--- config.mk ---
export PLATFORM = sky130hd
export DESIGN_NAME = gimli_round_cell
export DESIGN_NICKNAME = d
export VERILOG_FILES = /design/src/design/gimli_pkg.sv /design/src/design/gimli_round_cell.sv
export SDC_FILE = /design/constraint.sdc
export NUM_CORES = 1
export LEC_CHECK = 0
export BUFFER_PORTS_ARGS = -buffer_cell sky130_fd_sc_hd__clkbuf_2
export CAP_MARGIN = 0
export CORE_AREA = 2 2 299 301
export CTS_CLUSTER_DIAMETER = 100
export DETAILED_ROUTE_END_ITERATION = 7
export DIE_AREA = 0 0 301 303
export REMOVE_ABC_BUFFERS = 1
export SLEW_MARGIN = 5
export SYNTH_ARGS = -nofsm -noshare
export SYNTH_HDL_FRONTEND = slang
export SYNTH_SLANG_ARGS = --single-unit
--- constraint.sdc ---
create_clock -name aclk -period 23.8 [get_ports aclk]
set_input_delay 3.57 -clock aclk [delete_from_list [all_inputs] [get_ports aclk]]
set_output_delay 3.57 -clock aclk [all_outputs]
set_load 0.01 [all_outputs]
--- src/design/gimli_pkg.sv ---
// Shared types, constants and the round function of the Gimli-384 permutation.
// Used by gimli_round_cell and gimli_permutation; depends on nothing else.
`timescale 1ns / 1ps

package gimli_pkg;

    localparam int WORD_W   = 32;
    localparam int NUM_WORDS = 12;
    localparam int STATE_W  = WORD_W * NUM_WORDS;
    localparam int MAX_ROUNDS = 24;
    localparam int RND_W    = 5;

    localparam logic [WORD_W-1:0] ROUND_CONST = 32'h9e37_7900;

    typedef logic [WORD_W-1:0]  word_t;
    typedef logic [STATE_W-1:0] state_t;
    typedef logic [RND_W-1:0]   rnd_t;

    function automatic word_t rotl(input word_t v, input int n);
        rotl = (v << n) | (v >> (WORD_W - n));
    endfunction

    // One full round: SP-box on every column, then the swap and constant that
    // the round number calls for.
    function automatic state_t gimli_round(input state_t s, input rnd_t rnd);
        word_t w [NUM_WORDS];
        word_t x;
        word_t y;
        word_t z;
        word_t t;
        state_t res;
        for (int k = 0; k < NUM_WORDS; k++) begin
            w[k] = s[k*WORD_W +: WORD_W];
        end
        for (int j = 0; j < 4; j++) begin
            x = rotl(w[j], 24);
            y = rotl(w[4+j], 9);
            z = w[8+j];
            w[8+j] = x ^ (z << 1) ^ ((y & z) << 2);
            w[4+j] = y ^ x ^ ((x | z) << 1);
            w[j]   = z ^ y ^ ((x & y) << 3);
        end
        if (rnd[1:0] == 2'd0) begin
            t = w[0]; w[0] = w[1]; w[1] = t;
            t = w[2]; w[2] = w[3]; w[3] = t;
            w[0] = w[0] ^ ROUND_CONST ^ {{(WORD_W-RND_W){1'b0}}, rnd};
        end else if (rnd[1:0] == 2'd2) begin
            t = w[0]; w[0] = w[2]; w[2] = t;
            t = w[1]; w[1] = w[3]; w[3] = t;
        end
        for (int k = 0; k < NUM_WORDS; k++) begin
            res[k*WORD_W +: WORD_W] = w[k];
        end
        return res;
    endfunction

endpackage

--- src/design/gimli_round_cell.sv ---
// One cell of the round chain: applies a single Gimli round and registers it.
// Depends on gimli_pkg for the state type and the round function.
`timescale 1ns / 1ps

module gimli_round_cell
    import gimli_pkg::*;
#(
    parameter int RND = MAX_ROUNDS
) (
    input  logic   aclk,
    input  logic   aresetn,
    input  logic   in_valid,
    output logic   in_ready,
    input  state_t in_state,
    output logic   out_valid,
    input  logic   out_ready,
    output state_t out_state
);

    logic   valid_reg;
    logic   valid_next;
    state_t state_reg;
    state_t state_next;

    assign in_ready   = !valid_reg || out_ready;
    assign valid_next = in_ready ? in_valid : valid_reg;
    assign state_next = gimli_round(in_state, rnd_t'(RND));

    always_ff @(posedge aclk) begin
        if (!aresetn) begin
            valid_reg <= 1'b0;
        end else begin
            valid_reg <= valid_next;
        end
    end

    always_ff @(posedge aclk) begin
        if (in_ready && in_valid) begin
            state_reg <= state_next;
        end
    end

    assign out_valid = valid_reg;
    assign out_state = state_reg;

endmodule

* After elaboration in Yosys (flattened, before gate mapping)
Index checks and enable logic that the tools add are counted.
Word-level totals: memories 0, flip-flop bits (word level) 385, output and inout port bits 386, memory bits (read-only) 0, bits in writable memories 0, word-level logic and storage cells 51, bits in latches 0, input bits 388
Cells by class: div/mod/pow operators 0, add/subtract/negate cells 0, bitwise operators 46, order comparisons 0, mux-type cells 0, reduce and logical (&&, ||, !) cells 3, $mul 0, shifts and indexed selects 0, eq/ne operators 0
Operators by type and width (count):
- 32-bit XOR | 24
- 32-bit by 24-bit bitwise OR with 32-bit output | 4
- 32-bit by 9-bit bitwise OR with 32-bit output | 4
- 31-bit bitwise OR | 4
- 30-bit AND | 4
- 29-bit AND | 4
- 15-bit NOT | 1
- 2-bit NOT | 1
- 1-bit logical AND | 1
- 1-bit zero test | 1
- 1-bit logical OR | 1

* Logic depth before layout (Yosys ltp)
Gate-level depths: netlist of the first run.
depth after elaboration 4, gate-level depth with buffers 3, mapped depth without buffers 3

* Worst setup path before layout of the first run
No wires, ideal clock.
path type input to register, start in out_ready, end reg state_reg[0], in the netlist out_state[0] (enable), path buffers 0, setup time 0.798 ns, setup slack 10.518 ns, arrival time 12.484 ns, stages 2, required time 23.002 ns, path through nand2b_1 -> and2_1
On the way: word-level cells in the longest chain between the ends 2
RTL lines:
- from (decl) | RTL line gimli_round_cell.sv:16 | input logic out_ready,
- 1-bit logical OR | RTL line gimli_round_cell.sv:25 | assign in_ready = !valid_reg || out_ready;
- 1-bit logical AND | RTL line gimli_round_cell.sv:38 | if (in_ready && in_valid) begin
- to (signal assigned) | RTL line gimli_round_cell.sv:39 | state_reg <= state_next;
- to (decl) | RTL line gimli_round_cell.sv:22 | state_t state_reg;
No other way between the ends. A chain may end at the register's enable or synchronous reset.

* Worst setup path after layout of the first run
start in out_ready, end out in_ready
On the way: word-level cells in the longest chain between the ends 1
RTL lines:
- 1-bit logical OR | RTL line gimli_round_cell.sv:25
- to (decl) | RTL line gimli_round_cell.sv:13 | output logic in_ready,
No other way between the ends.

==> metrics, run 1 <==
Power, Total=a little under 0.002 W; startpoint types=input port; cts hold-fix bufs=0; WL/cell=roughly 20 um; DRT antenna net count=0; Post-Syn Area=slightly below 20,000 um^2; clk sinks=approximately 390; synth top area cells=edfxtp_1 59%, xnor2_1 18%, ha_1 15%; worst r2r src=out_valid$_SDFFE_PN0P_; total die area=about 91,000 um^2; gr ovfl total=0; R2R cell count=5; Critical Path End Type=output pin; WHS Endpoint=out_valid$_SDFFE_PN0P_; worst-path fanout max=3; min-delay worst type=reg -> reg; count of cell types in the netlist=10; Post-synth ARST share=0%; post-DP HPWL=roughly 55,000 um; R2R setup slack=just under 20,000 ps; Slew @ Worst Pin=roughly 990 ps; Die Ht=roughly 300 um; CP required=between 20,000 and 25,000 ps; Peak VDD IR=a little under 0.06 mV; Total GRT Usage=a little over an eighth; Post-Synth XOR/XNOR Area=22.7%; CP max-delay cell=nand2b_1; clk_lat worst skew=about 570 ps; Final Net Count=2,702; first-pass GRT wire length=a little under 90,000 um; Buf/Inv on CP=2; total CTS buffers=45; I/O Pins=774; DRC viols=0; Max clock buf depth=3; initial drt markers=between 500 and 600; Fin Setup TNS=0 ps; core box area=about 88,000 um^2; number of gates resized after CTS=0; Post-Synth Adder-Cell Area=between 15 and 20%; Hold Worst Slack=between 600 and 700 ps; EDFF count, synth=384; Cell Pwr Density=about 75 nW/um^2; Reg area=11,600 um^2; HP Start=out_valid$_SDFFE_PN0P_; share of the synthesized area in the top cell type=59.4%; worst-path cell chain=clkbuf_2 -> nand2b_1 -> clkbuf_2; post-synthesis cell count=between 1,000 and 1,500; via count=12,600; Layout Cells excl Fill=roughly 3,300; outcome=complete, no violations; RSZ-0062 raised after global routing=false; Die W=301 um; IO buf count=approximately 770; Worst Path Arrival=between 3000 and 4000 ps; row count=roughly 110; multi-input logic area=7860 um^2; vias in the first global route=13,300; Crit path largest cell delay=~190 ps; Synth Area in Simple Gates=under 10%; flops & latches, synth=between 300 and 400; most used cell, CP=clkbuf_2; dominant combinational cell family by area after synthesis=XOR/XNOR gates; Synth Flop Type=edfxtp_1; Tmin final=about 7600 ps; Root Buffer=clkbuf_16; Crit path max-delay family=buffers and inverters; Peak Freq=~130 MHz; sequential share of the synthesized area=between 50 and 60%; initial antenna violation count=4; gpl congestion=about 0.86; max-cap viol count=0; fill cell count=9,042; skew final=roughly 12 ps; endpoints failing setup=0; Post-CTS Setup Bufs=0; relative slew slack=34.3%; Post-Route WL=approximately 65,000 um; CTS tree=done; CP Class=in -> out; Placed Area=roughly 25,000 um^2; LEAKAGE=~11 nW; design area=26,300 um^2; hold path depth=2; Placed Cells=3,196; pin count of the biggest net entering global routing=76; DRT Pass-1 Iters=4; top-count cell post-synth=xnor2_1; instance count on the critical path=3; Clock Pin Slew Worst Setup and Hold Paths=~60 ps; P&R area growth vs syn=35.6%; final period utilization=between 30% and 40%; Hold Fails Final Rpt=0; Synth Area in Compound Gates=0.0387%; Initial Util=~22%; yosys synthesis warning count=0; Synth top cells by count=395 x xnor2_1, 384 x edfxtp_1, 236 x ha_1; r2r endpoint=out_state[245]$_DFFE_PP_; vias per cell=3.85; Avg Cell Area, Syn=15.5 um^2; H-tree depth=2; Final Max Slew Viols=0; dominant cell type by area after synthesis=edfxtp_1; mux contribution to synthesized area=0%; fraction of layout cells with a size suffix above 1=40.0%
## where the power goes
| group | leakage [nW] | internal (W) | switching (W) |
|---|---|---|---|
| sequential | 3.72 | 0.000845 | 0.0000227 |
| clock | 0.749 | 0.000436 | 0.000290 |
| combinational | 6.63 | 0.000159 | 0.000210 |
| total | 11.1 | 0.00144 | 0.000522 |
## state kept, by name (all words and copies together), names as in the netlist
name	count
out_valid	1
out_state	384
## kinds of logic (layout without fill, tap and decap cells)
group | after synthesis | in the layout
adder cells (fa/ha/maj) | 236 | 236
other | 0 | 1
AO/OA/AOI/OAI | 1 | 1
buffers and inverters | 1 | 863
flip-flops | 385 | 385
AND/OR/NAND/NOR | 126 | 126
XOR/XNOR | 504 | 504
## layout by cell type, fill, tap and decap left out, drive strengths merged
master    instances
inv               2
clkbuf          826
xor2            109
edfxtp          384
diode             1
bufinv            7
clkinv           21
buf               5
a21boi            1
and2              1
xnor2           395
clkinvlp          2
nand2b            1
ha              236
nor2            124
dfxtp             1
## worst register-to-register path: stages, from the launching register on
cell,delay (ps)
dfxtp_1,340
nand2b_1,160
and2_4,700
buf_4,810
buf_4,830
buf_4,890
## layer usage
metal | part of all wire [%] | track usage (%)
met3 | 10 | 5.07
met4 | 2.7 | 4.00
met2 | 50 | 24.4
met5 | 0.055 | 0
met1 | 37 | 14.8
## worst max path at each step
| stage | startpoint | slack [ps] | endpoint |
|---|---|---|---|
| 5_1_grt | out_ready | 16210 | in_ready |
| 2_1_floorplan | out_ready | 10520 | out_state[0]$_DFFE_PP_ |
| 3_5_place_dp | out_ready | 16240 | in_ready |
| 6_report | out_ready | 16240 | in_ready |
| 3_3_place_gp | out_ready | 16230 | in_ready |
| 4_1_cts | out_ready | 16230 | in_ready |
## through the flow
stage	utilization [%]	setup slack, ps
after floorplan	-	10520
after global routing	29.9	16210
final	29.9	16240
after global placement	28.2	16230
after detailed placement	28.2	16240
after CTS	29.9	16230
## layout make-up
class	instances	area share, %
multi-input combinational	867	29.9
clock buffer	53	4.56
antenna	1	0.00951
sequential	385	43.9
tap	1165	5.54
clock inverter	31	1.28
inverter	1	0.0143
timing repair buffer	778	14.8
Power figures use the tool's default switching activity.
==> run 2, diff against run 1 <==
==> constraint.sdc (replaced) <==
create_clock -name aclk -period 7.9 [get_ports aclk]
set_input_delay 1.185 -clock aclk [delete_from_list [all_inputs] [get_ports aclk]]
set_output_delay 1.185 -clock aclk [all_outputs]
set_load 0.01 [all_outputs]
==> run 2 against run 1 <==
Largest power group unchanged; core utilization barely moved; via count grew 0.25%; sequential cell count is the same; sequential power rose to 3.0 times the previous value; register-to-register slack lost 14000 ps; final area is essentially flat; clock-buffer cell count is 4 higher; global-route usage up 0.087 points; total power rose to 3.0 times the previous value.
==> metrics, run 2 (synthesized netlist as in run 1, its figures left out) <==
post-DP HPWL=55,200 um; Total GRT Usage=a little over an eighth; min-delay worst type=reg -> reg; first-pass GRT wire length=around 89,000 um; CP max-delay cell=and2_4; Root Buffer=clkbuf_16; vias in the first global route=between 10,000 and 15,000; Crit path max-delay family=buffers and inverters; max-cap viol count=0; Post-Route WL=about 65,000 um; pin count of the biggest net entering global routing=approximately 140; DRT Pass-1 Iters=7; clk_lat worst skew=570 ps; gpl congestion=roughly 0.86; Max clock buf depth=3; Post-CTS Setup Bufs=0; worst-path cell chain=clkbuf_2 -> nand2b_1 -> and2_4 -> buf_12 -> buf_4; number of gates resized after CTS=0; commonest non-fill, non-tap cell in the layout=clkbuf_2; Worst Path Arrival=~3100 ps; total die area=between 90,000 and 100,000 um^2; most frequent cells in the layout=773 x clkbuf_2, 395 x xnor2_1, 384 x edfxtp_1; Hold Worst Slack=approximately 570 ps; Layout Cells excl Fill=around 3,300; relative slew slack=approximately 28%; clk sinks=385; Cell Pwr Density=224 nW/um^2; Critical Path End Type=flip-flop; fraction of layout cells with a size suffix above 1=around two fifths; Hold Fails Final Rpt=0; outcome=complete, no violations; fill cell count=between 9,000 and 10,000; CP Class=in -> reg; initial drt markers=493; H-tree depth=2; core box area=~90,000 um^2; CP required=8150 ps; Die Ht=approximately 300 um; Peak Freq=347 MHz; IO buf count=773; via count=roughly 13,000; row count=109; RSZ-0062 raised after global routing=false; Die W=between 300 and 400 um; CTS tree=done; Final Net Count=between 2,000 and 3,000; LEAKAGE=11.1 nW; Tmin final=2880 ps; final period utilization=36.5%; DRC viols=0; WL/cell=about 20 um; total CTS buffers=46; final core utilization=29.9%; Initial Util=22.1%; gr ovfl total=0; Clock Pin Slew Worst Setup and Hold Paths=around 50 ps; vias per cell=~3.9; Final Max Slew Viols=0; Crit path largest cell delay=just under 700 ps; Placed Cells=approximately 3,200; endpoints failing setup=0; P&R area growth vs syn=35.5%; Buf/Inv on CP=3; Slew @ Worst Pin=about 1100 ps; I/O Pins=774; initial antenna violation count=1; worst-path fanout max=roughly 140; skew final=~10 ps; startpoint types=input port; DRT antenna net count=0; Peak VDD IR=around 0.13 mV; cts hold-fix bufs=0; max reg flops=about 380
## run 2: tightest hold or removal path, delay by kind of cell (launching register included)
family / cells / cell delay [ps]
and+or+nand+nor: 1 / 110
DFF: 1 / 320
AOI/OAI and AO/OA: 1 / 90
## run 2: worst paths after layout
kind	to	slack, ps	startpoint	depth (start not counted)
max	out_state[323]$_DFFE_PP_	5020	out_ready	5
min	out_valid$_SDFFE_PN0P_	570	out_valid$_SDFFE_PN0P_	2
max reg2reg	out_state[323]$_DFFE_PP_	5420	out_valid$_SDFFE_PN0P_	4
min reg2reg	out_valid$_SDFFE_PN0P_	570	out_valid$_SDFFE_PN0P_	2
## run 2: layer usage
layer	GRT usage, %	wire length (um)	part of all wire [%]	vias up
li1	-	-	-	6091
met1	14.8	24200	37	5903
met2	24.0	32200	49	575
met3	5.47	6890	11	89
met4	4.93	2170	3.3	2
met5	0	13	0.020	-
## run 2: layout make-up
| type | count | area (um^2) | area share [%] |
|---|---|---|---|
| clock buffers | 57 | 1260 | 4.78 |
| flip-flops and latches | 385 | 11600 | 43.9 |
| clock inverters | 23 | 243 | 0.923 |
| repair buffers | 777 | 3920 | 14.9 |
| inverters | 1 | 3.75 | 0.0143 |
| well taps | 1165 | 1460 | 5.54 |
| diodes | 2 | 5.00 | 0.0190 |
| multi-input cells | 867 | 7860 | 29.9 |
## run 2: per-stage QoR
stage	power, W	worst slack, ps	TNS (ps)	cell area (um^2)
floorplan	0.00325	-3000	-1150910	19400
global placement	0.00379	4290	0	24800
detailed placement	0.00380	4290	0	24800
CTS	0.00599	4920	0	26300
global route	0.00616	4810	0	26300
finish	0.00588	5020	0	26300
## run 2: where the power goes
group | total, W | leakage [nW] | switching (W) | internal (W)
registers | 0.00261 | 3.72 | 0.0000643 | 0.00255
clock network | 0.00215 | 0.736 | 0.000863 | 0.00128
logic | 0.00112 | 6.63 | 0.000644 | 0.000481
==> run 3, diff against run 2 <==
==> constraint.sdc (replaced) <==
create_clock -name aclk -period 2.7 [get_ports aclk]
set_input_delay 0.405 -clock aclk [delete_from_list [all_inputs] [get_ports aclk]]
set_output_delay 0.405 -clock aclk [all_outputs]
set_load 0.01 [all_outputs]
==> run 3 against run 2 <==
Total power increased to 3.0 times the previous value; wire length is 1.9% higher; via count up 1.1%; critical endpoint is now out_state[368].
==> metrics, run 3 (synthesized netlist as in run 1, its figures left out) <==
Tmin final=between 1500 and 2000 ps; Slew @ Worst Pin=607 ps; relative slew slack=approximately three fifths; Cell Pwr Density=about 670 nW/um^2; Max clock buf depth=3; diode count=0; final period utilization=around 66%; CP required=roughly 2300 ps; post-DP HPWL=56,700 um; DRT Pass-1 Iters=5; pin count of the biggest net entering global routing=72; Final Net Count=2,721; Die Ht=between 300 and 400 um; total CTS buffers=46; Initial Util=between 20 and 25%; r2r endpoint=out_state[244]$_DFFE_PP_; Peak Freq=between 500 and 600 MHz; worst r2r src=out_valid$_SDFFE_PN0P_; RSZ-0062 raised after global routing=false; vias in the first global route=13,300; clk_lat worst skew=about 600 ps; worst-path fanout max=1; core box area=88,000 um^2; HP Start=in_state[151]; WHS Endpoint=out_state[128]$_DFFE_PP_; Root Buffer=clkbuf_16; Final Max Slew Viols=0; LEAKAGE=between 10 and 15 nW; Post-Route WL=about 67,000 um; Clock Pin Slew Worst Setup and Hold Paths=~60 ps; Worst Setup Slack, final=approximately 900 ps; R2R setup slack=1040 ps; min-delay worst type=in -> reg; IO buf count=773; max reg flops=384; Worst Path Arrival=1380 ps; DRC viols=0; worst-path cell chain=clkbuf_2; vias per cell=slightly below 4; startpoint types=flip-flop; most frequent cells in the layout=773 x clkbuf_2, 395 x xnor2_1, 384 x edfxtp_1; Die W=between 300 and 400 um; CP Class=reg -> out; first-pass GRT wire length=between 90,000 and 100,000 um; WL/cell=20.2 um; Critical Path End Type=output pin; hold path depth=2; final core utilization=30.3%; total die area=91,200 um^2; Crit path largest cell delay=between 500 and 600 ps; endpoints failing setup=0; DRT antenna net count=0; max-cap viol count=0; outcome=complete, no violations; R2R cell count=4; Buf/Inv on CP=1; CP max-delay cell=edfxtp_1; gr ovfl total=0; P&R area growth vs syn=37.3%; skew final=around 23 ps; clk sinks=~390; initial antenna violation count=3; dpl ws=871 ps; row count=roughly 110; fraction of layout cells with a size suffix above 1=between 40% and 50%; Post-CTS Setup Bufs=0; H-tree depth=2; initial drt markers=roughly 590; CTS tree=done; via count=roughly 13,000; Peak VDD IR=around 0.54 mV; Total GRT Usage=between 10% and 20%; Crit path max-delay family=flip-flops; Hold Fails Final Rpt=0; I/O Pins=about 770; commonest non-fill, non-tap cell in the layout=clkbuf_2; gpl congestion=0.877
## run 3: changes by cell type in the layout (fill, tap and decap cells not counted), moves of 3 or more
cell	previous run	this run
clkinvlp_4	0	4
bufinv_16	5	11
buf_4	2	11
dlygate4sd3_1	0	6
clkbuf_16	49	46
clkinv_1	9	5
buf_12	2	6
clkinv_2	6	10
clkbuf_1	8	3
## run 3: worst max path at each step
stage	depth (start not counted)	start	endpoint
final	1	out_state[368]$_DFFE_PP_	out_state[368]
after global routing	1	out_state[368]$_DFFE_PP_	out_state[368]
after CTS	1	out_state[368]$_DFFE_PP_	out_state[368]
after detailed placement	5	out_ready	out_state[375]$_DFFE_PP_
after global placement	4	in_state[366]	out_state[368]$_DFFE_PP_
after floorplan	2	out_ready	out_state[0]$_DFFE_PP_
## run 3: report_power, final
| group | leakage [nW] | total, W | switching (W) | internal, W |
|---|---|---|---|---|
| Clock | 0.804 | 0.00684 | 0.00265 | 0.00419 |
| Sequential | 3.72 | 0.00766 | 0.000212 | 0.00744 |
| Combinational | 6.74 | 0.00333 | 0.00189 | 0.00144 |
## run 3: stage by stage
stage	TNS (ps)	hold WS (ps)	power, W	instances	cell area (um^2)
after global routing	0	71.7	0.0186	3299	26700
after floorplan	-2848190	504	0.00951	1253	19400
after global placement	0	552	0.0111	3208	24900
after CTS	0	42.9	0.0181	3299	26700
final	0	118	0.0178	3299	26700
after detailed placement	0	561	0.0112	3208	24900
## run 3: layer usage
layer  vias up  wire length, um  GRT usage, %
met1      5965            25000          15.3
met4         4             2480          5.38
met2       593            32600          24.0
met3       101             6470          5.57
met5         -               27             0
li1       6135                -             -
## run 3: repair_timing
action,in CTS,in global routing
hold endpoints to repair,5,0
resized for setup,0,0
hold buffers,6,0
## run 3: cell type report
class / count / area, um^2
multi-input cells: 867 / 7860
fillers: 8970 / 61300
well taps: 1165 / 1460
clock buffers: 49 / 1160
inverters: 1 / 3.75
clock inverters: 36 / 492
repair buffers: 796 / 4130
flip-flops and latches: 385 / 11600
